[src/hw/rtl/tofpp_pkg.sv]
// ----------------------------------------------------------------------------
// tofpp_pkg
// Shared types, constants and the status code map of the ToF result
// post-processor.
// ----------------------------------------------------------------------------
package tofpp_pkg;

  localparam int CfgAddrW = 3;
  localparam int CfgDataW = 32;

  localparam logic [0:0] RegTargetRate = 1'b0;
  localparam logic [0:0] RegRangeGain  = 1'b1;

  localparam logic [15:0] TargetRateReset = 16'h0A00;
  localparam logic [11:0] RangeGainReset  = 12'd2011;
  localparam logic [28:0] RoundHalf       = 29'h0400;
  localparam int          GainShift       = 11;
  localparam logic [15:0] SpadMidpoint    = 16'h8000;
  localparam logic [15:0] Clip16          = 16'hFFFF;

  localparam int ProdW = 28;

  localparam int RateQuoW         = 32;
  localparam int RateBitsPerStage = 4;
  localparam int RateStages       = RateQuoW / RateBitsPerStage;

  localparam int NeedQuoW         = 16;
  localparam int NeedBitsPerStage = 2;
  localparam int NeedStages       = NeedQuoW / NeedBitsPerStage;

  // raw device status codes
  localparam logic [7:0] DevHwA      = 8'd1;
  localparam logic [7:0] DevHwB      = 8'd2;
  localparam logic [7:0] DevHwC      = 8'd3;
  localparam logic [7:0] DevSignal   = 8'd4;
  localparam logic [7:0] DevBounds   = 8'd5;
  localparam logic [7:0] DevSigma    = 8'd6;
  localparam logic [7:0] DevWrap     = 8'd7;
  localparam logic [7:0] DevMinClip  = 8'd8;
  localparam logic [7:0] DevComplete = 8'd9;
  localparam logic [7:0] DevXtalk    = 8'd12;
  localparam logic [7:0] DevMinRange = 8'd13;
  localparam logic [7:0] DevHwD      = 8'd17;
  localparam logic [7:0] DevSync     = 8'd18;

  typedef enum logic [3:0] {
    RC_VALID    = 4'd0,
    RC_SIGMA    = 4'd1,
    RC_SIGNAL   = 4'd2,
    RC_MINCLIP  = 4'd3,
    RC_BOUNDS   = 4'd4,
    RC_HW       = 4'd5,
    RC_NOWRAP   = 4'd6,
    RC_WRAP     = 4'd7,
    RC_XTALK    = 4'd8,
    RC_SYNC     = 4'd9,
    RC_MINRANGE = 4'd10,
    RC_NONE     = 4'd11
  } range_code_t;

  typedef struct packed {
    logic [7:0]  device_status;
    logic [7:0]  stream_cnt;
    logic [15:0] effective_spads;
    logic [15:0] ambient_rate;
    logic [15:0] raw_range;
    logic [15:0] peak_rate;
  } rec_t;

  typedef struct packed {
    logic [15:0] scaled_range;
    logic [3:0]  range_code;
    logic [15:0] spads_request;
    logic        spads_fallback;
  } res_t;

  typedef struct packed {
    logic [ProdW-1:0] range_prod;
    range_code_t      code;
    logic             spads_zero;
  } side_t;

  typedef struct packed {
    logic zero;
    logic sat;
  } div_flags_t;

  function automatic range_code_t map_status(input logic [7:0] code,
                                             input logic [7:0] streams);
    range_code_t rc;
    unique case (code)
      DevHwA, DevHwB, DevHwC, DevHwD: rc = RC_HW;
      DevSignal:   rc = RC_SIGNAL;
      DevBounds:   rc = RC_BOUNDS;
      DevSigma:    rc = RC_SIGMA;
      DevWrap:     rc = RC_WRAP;
      DevMinClip:  rc = RC_MINCLIP;
      DevComplete: rc = (streams == 8'd0) ? RC_NOWRAP : RC_VALID;
      DevXtalk:    rc = RC_XTALK;
      DevMinRange: rc = RC_MINRANGE;
      DevSync:     rc = RC_SYNC;
      default:     rc = RC_NONE;
    endcase
    return rc;
  endfunction

endpackage

[src/hw/rtl/tofpp_front.sv]
// ----------------------------------------------------------------------------
// tofpp_front
// Input skid stage, record register, then range product, status map and
// clipped total rate.
// ----------------------------------------------------------------------------
module tofpp_front (
  input  logic                clk,
  input  logic                rst,
  input  logic                en,
  input  logic                rec_valid,
  output logic                rec_stall,
  input  tofpp_pkg::rec_t     rec_data,
  input  logic [11:0]         range_gain,
  output logic                b_valid,
  output logic [15:0]         b_total,
  output logic [15:0]         b_spads,
  output tofpp_pkg::side_t    b_side
);

  logic            skid_valid;
  tofpp_pkg::rec_t skid_data;
  logic            src_valid;
  tofpp_pkg::rec_t src_data;
  logic            a_valid;
  tofpp_pkg::rec_t a_data;
  logic [16:0]     sum;

  assign rec_stall = skid_valid;
  assign src_valid = skid_valid | rec_valid;
  assign src_data  = skid_valid ? skid_data : rec_data;

  always_ff @(posedge clk) begin
    if (rst) begin
      skid_valid <= 1'b0;
    end else if (en) begin
      skid_valid <= 1'b0;
    end else if (rec_valid && !skid_valid) begin
      skid_valid <= 1'b1;
    end
  end

  always_ff @(posedge clk) begin
    if (!en && rec_valid && !skid_valid) begin
      skid_data <= rec_data;
    end
  end

  always_ff @(posedge clk) begin
    if (rst) begin
      a_valid <= 1'b0;
      b_valid <= 1'b0;
    end else if (en) begin
      a_valid <= src_valid;
      b_valid <= a_valid;
    end
  end

  assign sum = {1'b0, a_data.peak_rate} + {1'b0, a_data.ambient_rate};

  always_ff @(posedge clk) begin
    if (en) begin
      a_data <= src_data;
      b_total <= sum[16] ? tofpp_pkg::Clip16 : sum[15:0];
      b_spads <= a_data.effective_spads;
      b_side.range_prod <= tofpp_pkg::ProdW'(a_data.raw_range)
                           * tofpp_pkg::ProdW'(range_gain);
      b_side.code <= tofpp_pkg::map_status(a_data.device_status, a_data.stream_cnt);
      b_side.spads_zero <= (a_data.effective_spads == 16'd0);
    end
  end

endmodule

[config.mk]
export PLATFORM = sky130hd
export DESIGN_NAME = tofpp_front
export DESIGN_NICKNAME = d
export VERILOG_FILES = /design/src/hw/rtl/tofpp_pkg.sv /design/src/hw/rtl/tofpp_front.sv
export SDC_FILE = /design/constraint.sdc
export NUM_CORES = 1
export LEC_CHECK = 0
export BUFFER_PORTS_ARGS = -buffer_cell sky130_fd_sc_hd__buf_2
export CAP_MARGIN = 15
export CORE_MARGIN = 3
export CORE_UTILIZATION = 40
export CTS_BUF_LIST = sky130_fd_sc_hd__clkbuf_8
export DETAILED_ROUTE_END_ITERATION = 8
export PLACE_DENSITY = 0.56
export SLEW_MARGIN = 0
export SYNTH_ARGS = -nofsm -noshare
export SYNTH_HDL_FRONTEND = slang
export SYNTH_SLANG_ARGS = --single-unit
[constraint.sdc]
create_clock -name clk -period 9 [get_ports clk]
set_clock_uncertainty 0.1 [all_clocks]
set_input_delay 0.9 -clock clk [delete_from_list [all_inputs] [get_ports clk]]
set_output_delay 0.9 -clock clk [all_outputs]
set_load 0.005 [all_outputs]
==> summary.md <==
| Metric | Value |
|---|---|
| Ys async rst share | 0 |
| Residual DRC count | 0 |
| Crit end category | flop |
| Hold Path Origin | a_data[61] |
| Synthesis Warnings | 0 |
| PD cells | 291.6 nW/um2 |
| H-tree depth | 2 |
| Leakage | 7.386 nW |
| Destination of the worst hold path | b_spads[13] |
| Count of final setup violators | 0 |
| Pre-CTS WS | 3.071 ns |
| Die area | 40330 um2 |
| I/O Buffers | 162 |
| First-pass GRT wire length | 51.89 mm |
| Synthesized area per cell | 12.30 um2 |
| Total gr overflow | 0 |
| Top Ports | 163 |
| Layout Cells excl Fill | 1926 |
| Skew-Pair Late Insertion Delay | 0.56 ns |
| Largest area contributor in the netlist | edfxtp_1 |
| Maxcap violations | 0 |
| CP max stage delay | 0.65 ns |
| Worst Tran Pin Value | 1.074 ns |
| Initial Util | 0.4099 |
| Slowest cell on the critical path | edfxtp_1 |
| CTS buffer count | 39 |
| CTS resizes | 0 |
| Clock transition at the registers of the reported paths | 0.06 ns |
| Post-synth EDFFs | 225 |
| CTS tree | done |
| Yosys cell types | 63 |
| RePlAce Congestion | 0.8651 |
| Tmin final | 5.432 ns |
| Final hold vios | 0 |
| R2R Setup Slk | 3.57 ns |
| Die W | 200.8 um |
| Die Y | 200.8 um |
| Critical R2R Capture | b_side[31] |
| Seq/Total Area, Yosys | 0.4489 |
| R2R depth | 16 |
| Layout area overhead | 13.07% |
| Critical path type | reg -> reg |
| Status | complete, no violations |
| Critical Path, Cell by Cell | nand2_1, fa_1, inv_1, fa_1, fa_1, fa_1, inv_1, fa_1, inv_1, ha_1, a21o_1, a21o_2, a221oi_1, and2_4, o21ai_0, xor2_1 |
| Final net count | 1712 |
| Hold buffers post-CTS | 0 |
| Max Root-Sink Buffers | 3 |
| Most used cell, CP | fa_1 |
| Synth top area share | 0.4450 |
| Starting DRT DRC Count | 367 |
| Fmax achieved | 0.1841 GHz |
| Core area | 37050 um2 |
| CP bufs+invs | 3 |
| DR pass1 iterations | 5 |
| Synth area leaders | edfxtp_1 (44%), fa_1 (19%), ha_1 (6.8%), mux2_2 (5.9%), inv_1 (4.7%) |
| Mapped cell area | 15180 um2 |
| Final antenna-violating net count | 0 |
| Seq cells post-synth | 228 |
| Critical Path Fanout Max | 12 |
| Largest net degree at the start of global routing | 84 |
| Max-slew violation count | 0 |
| Vias per cell | 4.904 |
| Root buf cell | clkbuf_8 |
| Routed WL per cell | 16.02 um |
| Number of global-route vias before repair | 10040 |
| Post-CTS Setup Bufs | 0 |
| Delay-heaviest family, CP | adder cells |
| TNS Setup | 0 ns |
| Fin crit share | 0.6036 |
| Critical path startpoint category | flop |
| RSZ-0062 raised after global routing | no |
| Fraction of layout cells with a size suffix above 1 | 0.2211 |
| Initial antenna violation count | 10 |
| Final setup margin | 3.568 ns |
| Slew headroom | 0.2837 |
| Vias | 9446 |
| Synth Flop Type | edfxtp_1 |
| Clk sink count | 228 |
| Required time worst endpoint | 9.20 ns |
| Reg-to-reg startpoint | a_data[25] |
| Hold Path Class | reg -> reg |
| Peak supply drop | 0.1938 mV |
| Worst Path Arrival | 5.63 ns |
| Num rows | 70 |
| Gate Count Post-Synth | 1235 |
| Hold depth | 0 |
| Placed insts | 1855 |
| Syn Nets | 1554 |
| DP HPWL | 23.16 mm |
| Final WL | 30.85 mm |
| All-Layer GR Usage | 0.1568 |
power breakdown:
part           leakage, nW  switching (mW)  internal, mW
clock                0.386           0.419         0.408
sequential            2.18          0.0488          1.42
combinational         4.82            1.56          1.14
total                 7.39            2.03          2.98
worst register-to-register path, cell delays in order, from the launching register on:
cell and delay (ns):
edfxtp_1 0.65, nand2_1 0.16, fa_1 0.56, inv_1 0.06
fa_1 0.57, fa_1 0.45, fa_1 0.49, inv_1 0.05
fa_1 0.47, inv_1 0.04, ha_1 0.37, a21o_1 0.21
a21o_2 0.21, a221oi_1 0.29, and2_4 0.23, o21ai_0 0.13
xor2_1 0.16
synthesized netlist by cell type, types with 9 or more instances:
cell / count
a21o_1: 19
a21oi_1: 29
and2_1: 72
clkbuf_1: 43
edfxtp_1: 225
fa_1: 141
ha_1: 82
inv_1: 189
mux2_2: 80
nand2_1: 146
nor2_1: 26
o21ai_0: 23
xnor2_1: 18
xor2_1: 9
how the worst max path moves through the flow:
stage                  startpoint      endpoint  slack (ns)  cells after the start
floorplan                      en  skid_data[0]        1.51                      1
global placement    range_gain[6]    b_side[32]        3.09                     17
detailed placement  range_gain[6]    b_side[32]        3.07                     17
CTS                    a_data[25]    b_side[31]        3.57                     16
global route           a_data[23]    b_side[26]        3.23                     15
finish                 a_data[25]    b_side[31]        3.57                     16
per-layer routing:
layer / part of all wire / global-route usage / routed length [um] / vias up
li1: - / - / - / 4489
met1: 0.43 / 0.1953 / 13360 / 4678
met2: 0.47 / 0.2619 / 14650 / 205
met3: 0.068 / 0.05351 / 2111 / 58
met4: 0.020 / 0.04316 / 620 / 16
met5: 0.0034 / 0 / 106 / -
flip-flops by register name, indices dropped and copies added (netlist names):
name,flops
a_data,80
skid_data,80
b_side,33
b_spads,16
b_total,16
a_valid,1
b_valid,1
rec_stall,1
per-stage QoR:
stage	power, mW	util	instance area [um2]	hold WS [ns]
after floorplan	3.612	-	15180	0.3268
after global placement	4.169	0.4442	16460	0.3292
after detailed placement	4.198	0.4442	16460	0.3392
after CTS	5.069	0.4625	17140	0.3482
after global routing	5.500	0.4634	17170	0.3667
final	5.007	0.4634	17170	0.3476
cell families (layout without fill, tap and decap cells):
| logic type | Yosys count | after routing | synth area share |
|---|---|---|---|
| multiplexers | 84 | 84 | 0.06196 |
| AO/OA/AOI/OAI | 134 | 134 | 0.06254 |
| adder cells (fa/ha/maj) | 223 | 223 | 0.2535 |
| flip-flops | 228 | 228 | 0.4489 |
| other | 0 | 2 | 0 |
| AND/OR/NAND/NOR | 301 | 301 | 0.09723 |
| XOR/XNOR | 27 | 27 | 0.01557 |
| buffers and inverters | 238 | 423 | 0.06032 |
cell type report:
cell class | instances | area (um2)
clock inverters | 29 | 142.6
repair buffers | 166 | 867.1
inverters | 189 | 709.4
fillers | 3431 | 19880
diodes | 2 | 5.005
multi-input cells | 769 | 7457
well taps | 504 | 630.6
flip-flops and latches | 228 | 6820
clock buffers | 39 | 536.8
cells in the final DEF, fill, tap and decap left out, types with 5 or more instances in the layout:
cell type	n
a21oi_1	29
fa_1	141
nand4_1	5
nand2b_1	5
edfxtp_1	225
xnor2_1	18
clkbuf_8	39
xor2_1	9
nor3_1	8
nor2_1	26
nand2_1	146
o21ai_2	5
a211oi_1	8
a21o_1	19
and2_1	72
nor4_1	7
clkinv_1	11
inv_1	200
buf_2	161
o21a_1	6
o21ai_1	5
o21ai_0	23
nor2b_1	5
mux2_2	80
ha_1	82
No activity file was read; power rests on OpenSTA's default activity.
