<file path="src/hw/rtl/tofpp_pkg.sv">
// ----------------------------------------------------------------------------
// tofpp_pkg
// Shared types, constants and the status code map of the ToF result
// post-processor.
// ----------------------------------------------------------------------------
package tofpp_pkg;

  localparam int CfgAddrW = 3;
  localparam int CfgDataW = 32;

  localparam logic [0:0] RegTargetRate = 1'b0;
  localparam logic [0:0] RegRangeGain  = 1'b1;

  localparam logic [15:0] TargetRateReset = 16'h0A00;
  localparam logic [11:0] RangeGainReset  = 12'd2011;
  localparam logic [28:0] RoundHalf       = 29'h0400;
  localparam int          GainShift       = 11;
  localparam logic [15:0] SpadMidpoint    = 16'h8000;
  localparam logic [15:0] Clip16          = 16'hFFFF;

  localparam int ProdW = 28;

  localparam int RateQuoW         = 32;
  localparam int RateBitsPerStage = 4;
  localparam int RateStages       = RateQuoW / RateBitsPerStage;

  localparam int NeedQuoW         = 16;
  localparam int NeedBitsPerStage = 2;
  localparam int NeedStages       = NeedQuoW / NeedBitsPerStage;

  // raw device status codes
  localparam logic [7:0] DevHwA      = 8'd1;
  localparam logic [7:0] DevHwB      = 8'd2;
  localparam logic [7:0] DevHwC      = 8'd3;
  localparam logic [7:0] DevSignal   = 8'd4;
  localparam logic [7:0] DevBounds   = 8'd5;
  localparam logic [7:0] DevSigma    = 8'd6;
  localparam logic [7:0] DevWrap     = 8'd7;
  localparam logic [7:0] DevMinClip  = 8'd8;
  localparam logic [7:0] DevComplete = 8'd9;
  localparam logic [7:0] DevXtalk    = 8'd12;
  localparam logic [7:0] DevMinRange = 8'd13;
  localparam logic [7:0] DevHwD      = 8'd17;
  localparam logic [7:0] DevSync     = 8'd18;

  typedef enum logic [3:0] {
    RC_VALID    = 4'd0,
    RC_SIGMA    = 4'd1,
    RC_SIGNAL   = 4'd2,
    RC_MINCLIP  = 4'd3,
    RC_BOUNDS   = 4'd4,
    RC_HW       = 4'd5,
    RC_NOWRAP   = 4'd6,
    RC_WRAP     = 4'd7,
    RC_XTALK    = 4'd8,
    RC_SYNC     = 4'd9,
    RC_MINRANGE = 4'd10,
    RC_NONE     = 4'd11
  } range_code_t;

  typedef struct packed {
    logic [7:0]  device_status;
    logic [7:0]  stream_cnt;
    logic [15:0] effective_spads;
    logic [15:0] ambient_rate;
    logic [15:0] raw_range;
    logic [15:0] peak_rate;
  } rec_t;

  typedef struct packed {
    logic [15:0] scaled_range;
    logic [3:0]  range_code;
    logic [15:0] spads_request;
    logic        spads_fallback;
  } res_t;

  typedef struct packed {
    logic [ProdW-1:0] range_prod;
    range_code_t      code;
    logic             spads_zero;
  } side_t;

  typedef struct packed {
    logic zero;
    logic sat;
  } div_flags_t;

  function automatic range_code_t map_status(input logic [7:0] code,
                                             input logic [7:0] streams);
    range_code_t rc;
    unique case (code)
      DevHwA, DevHwB, DevHwC, DevHwD: rc = RC_HW;
      DevSignal:   rc = RC_SIGNAL;
      DevBounds:   rc = RC_BOUNDS;
      DevSigma:    rc = RC_SIGMA;
      DevWrap:     rc = RC_WRAP;
      DevMinClip:  rc = RC_MINCLIP;
      DevComplete: rc = (streams == 8'd0) ? RC_NOWRAP : RC_VALID;
      DevXtalk:    rc = RC_XTALK;
      DevMinRange: rc = RC_MINRANGE;
      DevSync:     rc = RC_SYNC;
      default:     rc = RC_NONE;
    endcase
    return rc;
  endfunction

endpackage

</file>
<file path="src/hw/rtl/tofpp_rate_div.sv">
// ----------------------------------------------------------------------------
// tofpp_rate_div
// Pipelined restoring divider: (total << 16) / spads, a few quotient bits
// per stage.
// ----------------------------------------------------------------------------
module tofpp_rate_div (
  input  logic                            clk,
  input  logic                            rst,
  input  logic                            en,
  input  logic                            src_valid,
  input  logic [15:0]                     src_total,
  input  logic [15:0]                     src_spads,
  input  tofpp_pkg::side_t                src_side,
  output logic                            dst_valid,
  output logic [tofpp_pkg::RateQuoW-1:0]  dst_quo,
  output tofpp_pkg::side_t                dst_side
);

  localparam int N = tofpp_pkg::RateStages;
  localparam int QW = tofpp_pkg::RateQuoW;

  logic             v    [N];
  logic [QW-1:0]    dvd  [N];
  logic [QW-1:0]    quo  [N];
  logic [15:0]      rem  [N];
  logic [15:0]      dsr  [N];
  tofpp_pkg::side_t side [N];

  for (genvar s = 0; s < N; s++) begin : g_stage
    logic             v_in;
    logic [QW-1:0]    dvd_in;
    logic [QW-1:0]    quo_in;
    logic [15:0]      rem_in;
    logic [15:0]      dsr_in;
    tofpp_pkg::side_t side_in;
    logic [QW-1:0]    dvd_nx;
    logic [QW-1:0]    quo_nx;
    logic [15:0]      rem_nx;

    if (s == 0) begin : g_first
      assign v_in    = src_valid;
      assign dvd_in  = {src_total, 16'd0};
      assign quo_in  = '0;
      assign rem_in  = '0;
      assign dsr_in  = src_spads;
      assign side_in = src_side;
    end else begin : g_next
      assign v_in    = v[s-1];
      assign dvd_in  = dvd[s-1];
      assign quo_in  = quo[s-1];
      assign rem_in  = rem[s-1];
      assign dsr_in  = dsr[s-1];
      assign side_in = side[s-1];
    end

    always_comb begin
      logic [16:0] t;
      dvd_nx = dvd_in;
      quo_nx = quo_in;
      rem_nx = rem_in;
      for (int k = 0; k < tofpp_pkg::RateBitsPerStage; k++) begin
        t = {rem_nx, dvd_nx[QW-1]};
        dvd_nx = {dvd_nx[QW-2:0], 1'b0};
        if (t >= {1'b0, dsr_in}) begin
          t = t - {1'b0, dsr_in};
          quo_nx = {quo_nx[QW-2:0], 1'b1};
        end else begin
          quo_nx = {quo_nx[QW-2:0], 1'b0};
        end
        rem_nx = t[15:0];
      end
    end

    always_ff @(posedge clk) begin
      if (rst) begin
        v[s] <= 1'b0;
      end else if (en) begin
        v[s] <= v_in;
      end
    end

    always_ff @(posedge clk) begin
      if (en) begin
        dvd[s]  <= dvd_nx;
        quo[s]  <= quo_nx;
        rem[s]  <= rem_nx;
        dsr[s]  <= dsr_in;
        side[s] <= side_in;
      end
    end
  end

  assign dst_valid = v[N-1];
  assign dst_quo   = quo[N-1];
  assign dst_side  = side[N-1];

endmodule

</file>
<file path="config.mk">
export PLATFORM = sky130hd
export DESIGN_NAME = tofpp_rate_div
export DESIGN_NICKNAME = d
export VERILOG_FILES = /design/src/hw/rtl/tofpp_pkg.sv /design/src/hw/rtl/tofpp_rate_div.sv
export SDC_FILE = /design/constraint.sdc
export NUM_CORES = 2
export LEC_CHECK = 0
export BUFFER_PORTS_ARGS = -buffer_cell sky130_fd_sc_hd__buf_2
export CORE_MARGIN = 3
export CORE_UTILIZATION = 55
export DETAILED_ROUTE_END_ITERATION = 8
export GPL_ROUTABILITY_DRIVEN = 0
export HOLD_SLACK_MARGIN = 0.1
export PLACE_DENSITY = 0.72
export RECOVER_POWER = 100
export SLEW_MARGIN = 20
export SYNTH_ARGS = -nofsm -noshare
export SYNTH_HDL_FRONTEND = slang
export SYNTH_SLANG_ARGS = --single-unit
</file>
<file path="constraint.sdc">
create_clock -name clk -period 35.4 [get_ports clk]
set_input_delay 8.85 -clock clk [delete_from_list [all_inputs] [get_ports clk]]
set_output_delay 8.85 -clock clk [all_outputs]
set_load 0.01 [all_outputs]
</file>
==> results.txt <==
* Status: finished with violations
* Violated checks: capacitance limit, slew limit
- For this run, the post-layout net count is 5201.
- The worst hold path terminates at quo[0][102].
* Most used flip-flop cell after synthesis: sky130_fd_sc_hd__edfxtp_1
* Number of antenna violations at the first check in global routing: 3
* DRC errors left: 0
- Setup slack, reg-to-reg: 20.23 ns
* TritonCTS Buffers: 72
- Capturing element type of the critical path: register
- Total half-perimeter wirelength after legalization and detailed placement: 82500 µm
* Largest net degree at the start of global routing: 105
- No sink is reached through more buffers than the 3 on the longest clock path.
- After synthesis the cells add up to 47200 µm².
- The final max-slew violation count was 760.
* Final setup violation count: 0
* Post-synthesis share of cell area spent on full adders, half adders and majority gates: 13.7%
* Yosys warnings: 0
* Count of clock tree sinks: 664
- Worst flop-to-flop path endpoint: rem[3][15]
- Portion of the post-synthesis area used by sequential elements: 42.3%
- For the final routed database, the setup TNS stands at 0 ns.
- Across every metal layer, demand over resource in global routing totals 23.7%.
* Row Count: 106
* Starting density of the core: 55.9%
- The synthesized netlist devotes 15.8% of its cell area to compound gates.
- Flip-flop and latch count after synthesis: 664
- Fillcell total: 7091
* Largest stage delay, worst path: 1.35 ns
- Clock-pin slew was measured on the worst setup and hold paths at 0.07 ns.
* Port Buffer Count: 134
- The first detailed-routing pass ran for 6 iterations.
- Among all stages on the critical path, the largest delay is contributed by sky130_fd_sc_hd__a31oi_1.
* Area Overhead vs Synth: 8.87%
* Synth unique cells: 83
- The number of buffers and inverters on the critical path is 4.
* Die outline width: 299 µm
- After synthesis, the share of flip-flops with an asynchronous set or reset is 0%.
- Buffers inserted by post-CTS timing repair: 0
- Tmin final: 20.75 ns
- Synthesized area divided by synthesized cell count: 10.6 µm²
- Max capacitance violation total: 14
* Via/cell ratio: 5.98
- In this run the vertical extent of the chip is 299 µm.
* Clk Tree Root Cell: sky130_fd_sc_hd__clkbuf_16
- Crit-path leading delay family: compound AO/OA/AOI/OAI gates
* Ratio of final minimum period to clock period: 58.6%
- The die covers 89300 µm².
* Upper clock frequency limit: 48.2 MHz
* Count of cells along the worst hold path: 0
- Largest clock skew in the final design: 0.0442 ns
* Largest family of logic cells by synthesized area: compound AO/OA/AOI/OAI gates
- Required arrival time at the worst endpoint: 35.77 ns
- Worst Setup Path Type: input pin to register
- XOR/XNOR share of the synthesized area: 6.74%
* Worst skew pair latency: 0.65 ns
* Worst hold path class: register to register
* Number of cells produced by synthesis: 4467
- Global routing finished with a remaining overflow of 0.
* Mux share of post-synthesis cell area: 6.90%
- The worst register-to-register path has a depth of 44.
- Setup repair after global routing missed its margin: no
- The first routing iteration left 2777 violations.
- Area fraction in and, or, nand and nor cells after synthesis: 11.7%
- The final hold violation count is 0.
- The floorplan step defined a core boundary enclosing 84400 µm².
- Resized cells post-CTS: 0
- Remaining antenna violation count after routing: 0
- Synthesis produced a netlist with a net count of 5041.
* Post-synth EDFFs: 664
- Routed len/inst: 18.5 µm
- STA classifies the critical path startpoint as an input pin.
- I/O pin count: 135
- Vias in the first global route: 32800
- At the worst endpoint, the arrival time is 21.11 ns.
- Worst slew slack as a fraction of its limit: -271%
- For this block, the via count after detailed routing is 34800.
- TritonCTS clock tree: yes
- Antenna cells: 0
- Transition time of the tightest slew-check pin: 5.57 ns
* Launch point of the worst reg-to-reg path: dsr[2][1]
- In this run the worst path has a maximum fanout of 25.
* Wire length after detailed routing: 108000 µm
* Hold-fix buffers at CTS: 0
* Wire length of the first global-routing pass: 173000 µm
- CTS H-tree lvls: 3
- Hold path start: quo[0][66]
* Fraction of final layout cells sized beyond drive strength 1: 9.38%
[area by class of cell]
| type | count | area [µm²] | share of cell area [%] |
|---|---|---|---|
| clock buffer | 87 | 1880 | 3.66 |
| clock inverter | 41 | 581 | 1.13 |
| inverter | 288 | 1080 | 2.11 |
| multi-input combinational | 3446 | 25800 | 50.2 |
| sequential | 664 | 19900 | 38.8 |
| tap | 1134 | 1420 | 2.76 |
| timing repair buffer | 155 | 652 | 1.27 |
[through the flow]
| step | util, % | cell area [µm²] | setup slack (ns) | hold WS, ns | std cells |
|---|---|---|---|---|---|
| 2_1_floorplan | - | 47200 | 17.39 | 0.400 | 4467 |
| 3_3_place_gp | 58.3 | 49100 | 15.09 | 0.400 | 5687 |
| 3_5_place_dp | 58.3 | 49100 | 14.88 | 0.405 | 5687 |
| 4_1_cts | 61.2 | 51600 | 15.50 | 0.398 | 5815 |
| 5_1_grt | 60.9 | 51300 | 13.69 | 0.413 | 5815 |
| 6_report | 60.9 | 51300 | 14.65 | 0.398 | 5815 |
[how the worst max path moves through the flow]
stage | cells after the start | start | endpoint
5_1_grt | 39 | src_spads[1] | rem[0][2]
6_report | 39 | src_spads[1] | rem[0][5]
3_5_place_dp | 39 | src_spads[1] | rem[0][2]
4_1_cts | 39 | src_spads[1] | rem[0][5]
2_1_floorplan | 43 | src_total[15] | rem[0][10]
3_3_place_gp | 39 | src_spads[1] | rem[0][8]
[worst register-to-register path: cells and delay by family (launching register included)]
| kind | cells | cell delay [ns] |
|---|---|---|
| fa+ha+maj | 4 | 1.28 |
| buf+inv | 7 | 2.63 |
| mux | 2 | 0.87 |
| compound gates | 18 | 6.96 |
| simple gates | 13 | 2.53 |
| flops | 1 | 0.57 |
[flip-flops by register name, indices dropped and copies added (netlist names)]
register / cells
rem: 112
quo: 144
side: 264
dvd: 24
dsr: 112
v: 8
[layer usage]
layer / track usage (%) / wire length [µm]
met5: 0 / 0
met4: 6.98 / 3140
met3: 3.42 / 6160
met2: 38.4 / 49000
met1: 33.3 / 49300
[cell usage after synthesis (all sizes together) (27+ instances only)]
| master | count | area (µm²) |
|---|---|---|
| o21ai | 248 | 1240 |
| clkbuf | 42 | 158 |
| o21a | 90 | 676 |
| nor2b | 68 | 425 |
| xor2 | 120 | 1050 |
| nand3 | 88 | 440 |
| a31oi | 28 | 181 |
| a21oi | 349 | 1750 |
| nand2 | 293 | 1100 |
| nand2b | 51 | 319 |
| inv | 288 | 1080 |
| a211oi | 35 | 268 |
| edfxtp | 664 | 19900 |
| xnor2 | 243 | 2130 |
| a21o | 112 | 841 |
| nand4 | 63 | 394 |
| nor2 | 291 | 1090 |
| ha | 486 | 6080 |
| nor3 | 108 | 541 |
| and3 | 33 | 206 |
| mux2 | 258 | 2940 |
| buf | 27 | 141 |
| mux2i | 30 | 313 |
| o21bai | 45 | 338 |
| nor4 | 29 | 181 |
| and2 | 27 | 169 |
[cells in the final DEF, fill, tap and decap left out, types with 28 or more instances in the layout]
cell type and count:
sky130_fd_sc_hd__o21ai_0 248, sky130_fd_sc_hd__inv_1 287, sky130_fd_sc_hd__nand3_1 88, sky130_fd_sc_hd__nor4_1 29, sky130_fd_sc_hd__nand4_1 63, sky130_fd_sc_hd__o21bai_1 45, sky130_fd_sc_hd__edfxtp_1 664, sky130_fd_sc_hd__and3_1 33
sky130_fd_sc_hd__nand2_1 293, sky130_fd_sc_hd__nor2b_1 68, sky130_fd_sc_hd__a21oi_1 348, sky130_fd_sc_hd__a31oi_1 28, sky130_fd_sc_hd__ha_1 486, sky130_fd_sc_hd__nor3_1 108, sky130_fd_sc_hd__xnor2_1 243, sky130_fd_sc_hd__o21a_1 90
sky130_fd_sc_hd__xor2_1 120, sky130_fd_sc_hd__clkbuf_16 73, sky130_fd_sc_hd__clkbuf_1 117, sky130_fd_sc_hd__nor2_1 291, sky130_fd_sc_hd__a21o_1 112, sky130_fd_sc_hd__nand2b_1 51, sky130_fd_sc_hd__buf_2 50, sky130_fd_sc_hd__a211oi_1 34
sky130_fd_sc_hd__mux2i_1 30, sky130_fd_sc_hd__mux2_2 230
[kinds of logic after synthesis]
group | count (synthesis)
flip-flops | 664
AND/OR/NAND/NOR | 1141
adder cells (fa/ha/maj) | 505
XOR/XNOR | 363
buffers and inverters | 357
AO/OA/AOI/OAI | 1149
multiplexers | 288
Power is left out: the tool's default activity adds up to more than one toggle a clock period on the data nets, which glitch-free logic cannot reach.
