`src/hw/rtl/tofpp_pkg.sv`:
```
// ----------------------------------------------------------------------------
// tofpp_pkg
// Shared types, constants and the status code map of the ToF result
// post-processor.
// ----------------------------------------------------------------------------
package tofpp_pkg;

  localparam int CfgAddrW = 3;
  localparam int CfgDataW = 32;

  localparam logic [0:0] RegTargetRate = 1'b0;
  localparam logic [0:0] RegRangeGain  = 1'b1;

  localparam logic [15:0] TargetRateReset = 16'h0A00;
  localparam logic [11:0] RangeGainReset  = 12'd2011;
  localparam logic [28:0] RoundHalf       = 29'h0400;
  localparam int          GainShift       = 11;
  localparam logic [15:0] SpadMidpoint    = 16'h8000;
  localparam logic [15:0] Clip16          = 16'hFFFF;

  localparam int ProdW = 28;

  localparam int RateQuoW         = 32;
  localparam int RateBitsPerStage = 4;
  localparam int RateStages       = RateQuoW / RateBitsPerStage;

  localparam int NeedQuoW         = 16;
  localparam int NeedBitsPerStage = 2;
  localparam int NeedStages       = NeedQuoW / NeedBitsPerStage;

  // raw device status codes
  localparam logic [7:0] DevHwA      = 8'd1;
  localparam logic [7:0] DevHwB      = 8'd2;
  localparam logic [7:0] DevHwC      = 8'd3;
  localparam logic [7:0] DevSignal   = 8'd4;
  localparam logic [7:0] DevBounds   = 8'd5;
  localparam logic [7:0] DevSigma    = 8'd6;
  localparam logic [7:0] DevWrap     = 8'd7;
  localparam logic [7:0] DevMinClip  = 8'd8;
  localparam logic [7:0] DevComplete = 8'd9;
  localparam logic [7:0] DevXtalk    = 8'd12;
  localparam logic [7:0] DevMinRange = 8'd13;
  localparam logic [7:0] DevHwD      = 8'd17;
  localparam logic [7:0] DevSync     = 8'd18;

  typedef enum logic [3:0] {
    RC_VALID    = 4'd0,
    RC_SIGMA    = 4'd1,
    RC_SIGNAL   = 4'd2,
    RC_MINCLIP  = 4'd3,
    RC_BOUNDS   = 4'd4,
    RC_HW       = 4'd5,
    RC_NOWRAP   = 4'd6,
    RC_WRAP     = 4'd7,
    RC_XTALK    = 4'd8,
    RC_SYNC     = 4'd9,
    RC_MINRANGE = 4'd10,
    RC_NONE     = 4'd11
  } range_code_t;

  typedef struct packed {
    logic [7:0]  device_status;
    logic [7:0]  stream_cnt;
    logic [15:0] effective_spads;
    logic [15:0] ambient_rate;
    logic [15:0] raw_range;
    logic [15:0] peak_rate;
  } rec_t;

  typedef struct packed {
    logic [15:0] scaled_range;
    logic [3:0]  range_code;
    logic [15:0] spads_request;
    logic        spads_fallback;
  } res_t;

  typedef struct packed {
    logic [ProdW-1:0] range_prod;
    range_code_t      code;
    logic             spads_zero;
  } side_t;

  typedef struct packed {
    logic zero;
    logic sat;
  } div_flags_t;

  function automatic range_code_t map_status(input logic [7:0] code,
                                             input logic [7:0] streams);
    range_code_t rc;
    unique case (code)
      DevHwA, DevHwB, DevHwC, DevHwD: rc = RC_HW;
      DevSignal:   rc = RC_SIGNAL;
      DevBounds:   rc = RC_BOUNDS;
      DevSigma:    rc = RC_SIGMA;
      DevWrap:     rc = RC_WRAP;
      DevMinClip:  rc = RC_MINCLIP;
      DevComplete: rc = (streams == 8'd0) ? RC_NOWRAP : RC_VALID;
      DevXtalk:    rc = RC_XTALK;
      DevMinRange: rc = RC_MINRANGE;
      DevSync:     rc = RC_SYNC;
      default:     rc = RC_NONE;
    endcase
    return rc;
  endfunction

endpackage

```
`src/hw/rtl/tofpp_need_div.sv`:
```
// ----------------------------------------------------------------------------
// tofpp_need_div
// Required SPAD count: (target << 16) / per_spad with saturation and
// zero-divisor detection up front, then a pipelined 16-bit quotient.
// ----------------------------------------------------------------------------
module tofpp_need_div (
  input  logic                            clk,
  input  logic                            rst,
  input  logic                            en,
  input  logic [15:0]                     target_rate,
  input  logic                            src_valid,
  input  logic [tofpp_pkg::RateQuoW-1:0]  src_per_spad,
  input  tofpp_pkg::side_t                src_side,
  output logic                            dst_valid,
  output logic [tofpp_pkg::NeedQuoW-1:0]  dst_quo,
  output tofpp_pkg::div_flags_t           dst_flags,
  output tofpp_pkg::side_t                dst_side
);

  localparam int N  = tofpp_pkg::NeedStages;
  localparam int DW = tofpp_pkg::RateQuoW;
  localparam int QW = tofpp_pkg::NeedQuoW;

  logic                  v     [N+1];
  logic [QW-1:0]         quo   [N+1];
  logic [DW-1:0]         rem   [N+1];
  logic [DW-1:0]         dsr   [N+1];
  tofpp_pkg::div_flags_t flags [N+1];
  tofpp_pkg::side_t      side  [N+1];

  always_ff @(posedge clk) begin
    if (rst) begin
      v[0] <= 1'b0;
    end else if (en) begin
      v[0] <= src_valid;
    end
  end

  // quotient reaches 2^16 exactly when target >= per_spad
  always_ff @(posedge clk) begin
    if (en) begin
      quo[0]       <= '0;
      rem[0]       <= DW'(target_rate);
      dsr[0]       <= src_per_spad;
      flags[0].zero <= src_side.spads_zero || (src_per_spad == '0);
      flags[0].sat  <= (DW'(target_rate) >= src_per_spad);
      side[0]      <= src_side;
    end
  end

  for (genvar s = 1; s <= N; s++) begin : g_stage
    logic [QW-1:0] quo_nx;
    logic [DW-1:0] rem_nx;

    always_comb begin
      logic [DW:0] t;
      quo_nx = quo[s-1];
      rem_nx = rem[s-1];
      for (int k = 0; k < tofpp_pkg::NeedBitsPerStage; k++) begin
        t = {rem_nx, 1'b0};
        if (t >= {1'b0, dsr[s-1]}) begin
          t = t - {1'b0, dsr[s-1]};
          quo_nx = {quo_nx[QW-2:0], 1'b1};
        end else begin
          quo_nx = {quo_nx[QW-2:0], 1'b0};
        end
        rem_nx = t[DW-1:0];
      end
    end

    always_ff @(posedge clk) begin
      if (rst) begin
        v[s] <= 1'b0;
      end else if (en) begin
        v[s] <= v[s-1];
      end
    end

    always_ff @(posedge clk) begin
      if (en) begin
        quo[s]   <= quo_nx;
        rem[s]   <= rem_nx;
        dsr[s]   <= dsr[s-1];
        flags[s] <= flags[s-1];
        side[s]  <= side[s-1];
      end
    end
  end

  assign dst_valid = v[N];
  assign dst_quo   = quo[N];
  assign dst_flags = flags[N];
  assign dst_side  = side[N];

endmodule

```
`config.mk`:
```
export PLATFORM = sky130hd
export DESIGN_NAME = tofpp_need_div
export DESIGN_NICKNAME = d
export VERILOG_FILES = /design/src/hw/rtl/tofpp_pkg.sv /design/src/hw/rtl/tofpp_need_div.sv
export SDC_FILE = /design/constraint.sdc
export NUM_CORES = 2
export LEC_CHECK = 0
export ABC_AREA = 1
export BUFFER_PORTS_ARGS = -buffer_cell sky130_fd_sc_hd__buf_2
export CAP_MARGIN = 20
export CORE_MARGIN = 2
export CORE_UTILIZATION = 35
export CTS_CLUSTER_SIZE = 25
export DETAILED_ROUTE_END_ITERATION = 7
export GPL_TIMING_DRIVEN = 0
export SLEW_MARGIN = 20
export SYNTH_ARGS = -nofsm -noshare
export SYNTH_HDL_FRONTEND = slang
export SYNTH_SLANG_ARGS = --single-unit
```
`constraint.sdc`:
```
create_clock -name clk -period 6.95 [get_ports clk]
set_input_delay 0.3475 -clock clk [delete_from_list [all_inputs] [get_ports clk]]
set_output_delay 0.3475 -clock clk [all_outputs]
set_load 0.02 [all_outputs]
```
==> metrics.txt <==
# TYPE chip_impl_metric gauge
chip_impl_metric{name="die_height",unit="um"} 439.4
chip_impl_metric{name="timing.reg2reg.setup_slack",unit="ns"} 1.16
chip_impl_metric{name="grt_use_met2",unit="%"} 38.97
chip_impl_metric{name="timing.clock.skew",unit="ns"} 0.08475
chip_impl_metric{name="critical_path.n_buffers_inverters",unit=""} 4
chip_impl_metric{name="final_cells",unit=""} 11530
chip_impl_metric{name="combPwrFrac",unit="%"} 65.0
chip_impl_metric{name="count_of_clock_tree_sinks",unit=""} 892
chip_impl_metric{name="critical_path.max_stage_delay",unit="ns"} 0.56
chip_impl_metric{name="chipWidth",unit="um"} 439.4
chip_impl_metric{name="synthesis.instances",unit=""} 8627
chip_impl_info{name="critical-path-top-delay-family",value="simple AND/OR/NAND/NOR gates"} 1
chip_impl_metric{name="worstHoldPathCells",unit=""} 1
chip_impl_metric{name="clk_transition_reported_paths",unit="ns"} 0.06
chip_impl_metric{name="globalRouteMet1Util",unit="%"} 32.42
chip_impl_metric{name="wl",unit="mm"} 235.1
chip_impl_metric{name="clock_power_share",unit="%"} 13.9
chip_impl_metric{name="cts_max_level",unit=""} 3
chip_impl_info{name="min-delay-start",value="en"} 1
chip_impl_metric{name="use_met3",unit="%"} 3.042
chip_impl_metric{name="maxSlewViolCount",unit=""} 0
chip_impl_metric{name="cap_viol_max_count",unit=""} 0
chip_impl_info{name="postSynth.topFlopCell",value="edfxtp_1"} 1
chip_impl_metric{name="totalPowerFinal",unit="mW"} 39.31
chip_impl_metric{name="final_layout_size_suffix_gt1_share",unit="%"} 7.249
chip_impl_metric{name="final_count_of_hold_timing_violations",unit=""} 0
chip_impl_metric{name="critical_path_required",unit="ns"} 7.37
chip_impl_metric{name="r2r.worst_path.cells",unit=""} 25
chip_impl_metric{name="preCtsSetupSlack",unit="ns"} 1.380
chip_impl_metric{name="grt.total_usage",unit="%"} 23.91
chip_impl_metric{name="worst_slew_pin_slew",unit="ns"} 0.9539
chip_impl_metric{name="gp_weighted_congestion",unit=""} 0.9829
chip_impl_metric{name="fillers",unit=""} 19530
chip_impl_info{name="most-common-layout-cells",value="nand2_1, inv_1, edfxtp_1"} 1
chip_impl_metric{name="postCtsSetupRepairBufs",unit=""} 0
chip_impl_info{name="startpoint",value="dsr[0][91]"} 1
chip_impl_info{name="startpoint_types",value="flip-flop"} 1
chip_impl_info{name="tritoncts",value="done"} 1
chip_impl_info{name="worstSetupEndpointType",value="flip-flop"} 1
chip_impl_metric{name="first_pass_iters",unit=""} 8
chip_impl_metric{name="finalWorstSetupSlack",unit="ns"} 1.157
chip_impl_metric{name="synth-seq-area-share",unit="%"} 40.37
chip_impl_metric{name="grt_max_degree",unit=""} 133
chip_impl_metric{name="final_min_period_over_clock_period",unit="%"} 83.36
chip_impl_metric{name="synth.yosys.warnings",unit=""} 0
chip_impl_info{name="cts-root-buf",value="clkbuf_16"} 1
chip_impl_info{name="outcome",value="finished, final reports clean"} 1
chip_impl_metric{name="arrival",unit="ns"} 6.21
chip_impl_metric{name="final_period_minus_worst_setup_slack",unit="ns"} 5.793
chip_impl_metric{name="slew_headroom",unit="%"} 35.82
chip_impl_metric{name="place_inst",unit=""} 11270
chip_impl_metric{name="leakage",unit="nW"} 35.41
chip_impl_metric{name="internal-power",unit="mW"} 18.96
chip_impl_metric{name="synth_top_area_share",unit="%"} 40.37
chip_impl_metric{name="synth.lib_cells_used.distinct",unit=""} 57
chip_impl_info{name="mostFrequentLayoutCell",value="nand2_1"} 1
chip_impl_info{name="min_path_type",value="input port to flip-flop"} 1
chip_impl_metric{name="num_io_pins",unit=""} 137
chip_impl_metric{name="place.detailed.hpwl",unit="mm"} 196.9
chip_impl_info{name="setup.worst_path.class",value="flip-flop to flip-flop"} 1
chip_impl_metric{name="stdcell_area",unit="um2"} 74580
chip_impl_metric{name="cts_inserted_buffers",unit=""} 100
chip_impl_metric{name="final_core_utilization",unit="%"} 39.67
chip_impl_metric{name="clk-insertion-delay-late",unit="ns"} 0.76
chip_impl_info{name="post-synth-top-area-cell",value="edfxtp_1"} 1
chip_impl_metric{name="fmax",unit="MHz"} 172.6
chip_impl_metric{name="switching_power",unit="mW"} 20.35
chip_impl_metric{name="p_seq_share",unit="%"} 21.1
chip_impl_info{name="crit-reg2reg-capture",value="rem[0][120]"} 1
chip_impl_metric{name="grt_pass1_wl",unit="mm"} 347.8
chip_impl_metric{name="drt.antenna.violating_nets",unit=""} 0
chip_impl_metric{name="core",unit="um2"} 188000
chip_impl_metric{name="netSwitchingFraction",unit="%"} 51.76
chip_impl_info{name="reg_to_reg_startpoint",value="dsr[0][91]"} 1
chip_impl_metric{name="route.detailed.drc",unit=""} 0
chip_impl_metric{name="grt_remaining_overflow",unit=""} 0
chip_impl_metric{name="final.setup.tns",unit="ns"} 0
chip_impl_metric{name="die_area",unit="um2"} 193100
chip_impl_metric{name="setup_viol",unit=""} 0
chip_impl_metric{name="avgViaCountPerCell",unit=""} 5.059
chip_impl_metric{name="grt_pass1_vias",unit=""} 55480
chip_impl_metric{name="powerDensity",unit="nW/um2"} 527.1
chip_impl_metric{name="syn2layout_area_growth",unit="%"} 12.40
chip_impl_info{name="rsz_0062_raised_after_global_routing",value="false"} 1
chip_impl_metric{name="detailroute.via_count",unit=""} 58350
chip_impl_metric{name="clk_path_buf_depth",unit=""} 3
chip_impl_metric{name="peakVddDrop",unit="uV"} 247.3
chip_impl_metric{name="synthesized_netlist_net_count",unit=""} 9225
chip_impl_metric{name="syn-mean-instance-area",unit="um2"} 7.691
chip_impl_info{name="whs_endpoint",value="dsr[0][123]"} 1
chip_impl_info{name="global_route.peak_usage_layer",value="met2"} 1
chip_impl_metric{name="place_area",unit="um2"} 70360
chip_impl_metric{name="nNetsFinal",unit=""} 9552
chip_impl_info{name="cell_type_with_the_highest_occurrence_count_on_the_critical_path",value="nand2_1"} 1
chip_impl_metric{name="finalHoldWorstSlack",unit="ns"} 0.09823
chip_impl_metric{name="detail_route.wl_per_cell",unit="um"} 20.38
chip_impl_metric{name="synthArstFlopShare",unit="%"} 0
chip_impl_metric{name="number_of_synthesized_flops_with_an_enable_pin",unit=""} 892
chip_impl_info{name="synthTopCellsByArea",value="edfxtp_1, nand2_1, ha_1"} 1
chip_impl_metric{name="initial_utilization",unit="%"} 35.29
chip_impl_metric{name="placement_rows",unit=""} 159
chip_impl_metric{name="port_buffers",unit=""} 136
chip_impl_metric{name="biggest_fanout_along_the_worst_timing_path",unit=""} 10
chip_impl_metric{name="ffs_latches_synth",unit=""} 892
chip_impl_metric{name="antenna_violations_before_repair",unit=""} 3
chip_impl_metric{name="synthesis.area",unit="um2"} 66350
chip_impl_metric{name="drt_first_iter_violations",unit=""} 5162
chip_impl_info{name="cp_slowest_cell",value="edfxtp_1"} 1
-- timing repair --
item,CTS,global route
hold buffers,82,0
endpoints found under the hold margin,82,0
resized for setup,0,0
-- cell families after synthesis --
logic type               after synthesis  synth area share, %
buffers and inverters               1403                8.527
AO/OA/AOI/OAI                        990                8.363
adder cells (fa/ha/maj)              513                9.764
AND/OR/NAND/NOR                     4557                29.39
XOR/XNOR                             272                3.590
flip-flops                           892                40.37
-- state kept, by name, summed over array words and instances (netlist names) --
signal,flops
quo,72
v,9
flags,18
rem,240
side,297
dsr,256
-- synth_stat cells (all sizes together) (5+ instances only) --
cell type and count:
nand2 2848, inv 1300, edfxtp 892, nor2 668, nand3 658, ha 505
a21oi 458, o21ai 322, xor2 173, nand4 116, xnor2 99, buf 97
nor3 80, o21bai 77, or2 73, nand3b 65, a21o 45, a31oi 32
nor4 28, o21a 21, a21boi 15, and2 14, o211ai 13, fa 8
clkbuf 5
-- layout make-up --
| type | instances | area, um2 | share of cell area (%) |
|---|---|---|---|
| clock buffers | 110 | 2540 | 3.406 |
| well taps | 2495 | 3122 | 4.186 |
| plain buffers | 102 | 767.0 | 1.028 |
| clock inverters | 74 | 847.1 | 1.136 |
| inverters | 1301 | 4891 | 6.558 |
| diodes | 3 | 7.507 | 0.01007 |
| repair buffers | 225 | 1709 | 2.292 |
| multi-input cells | 6332 | 33910 | 45.47 |
| flip-flops and latches | 892 | 26790 | 35.92 |
-- power groups by stage --
stage | logic [mW] | registers [mW] | clock network [mW]
global placement | 25.1 | 8.56 | 0
CTS | 25.2 | 8.31 | 5.66
floorplan | 17.6 | 8.03 | 0
finish | 25.5 | 8.29 | 5.47
detailed placement | 25.1 | 8.42 | 0
global route | 28.4 | 8.36 | 5.86
-- metal layers --
layer | share of wire, % | vias up | wire length (um)
li1 | - | 29080 | -
met1 | 45 | 27210 | 105600
met2 | 46 | 1728 | 107000
met3 | 5.7 | 331 | 13440
met4 | 3.9 | 2 | 9107
met5 | 0.0051 | - | 12
-- how the worst max path moves through the flow --
| stage | end | slack (ns) | depth (start not counted) |
|---|---|---|---|
| floorplan | rem[0][187] | 3.29 | 27 |
| global placement | v[5] | -10.52 | 3 |
| global route | rem[0][123] | 0.86 | 25 |
| CTS | rem[0][120] | 1.30 | 25 |
| finish | rem[0][120] | 1.16 | 25 |
| detailed placement | rem[0][120] | 1.38 | 25 |
Power figures use the tool's default switching activity.
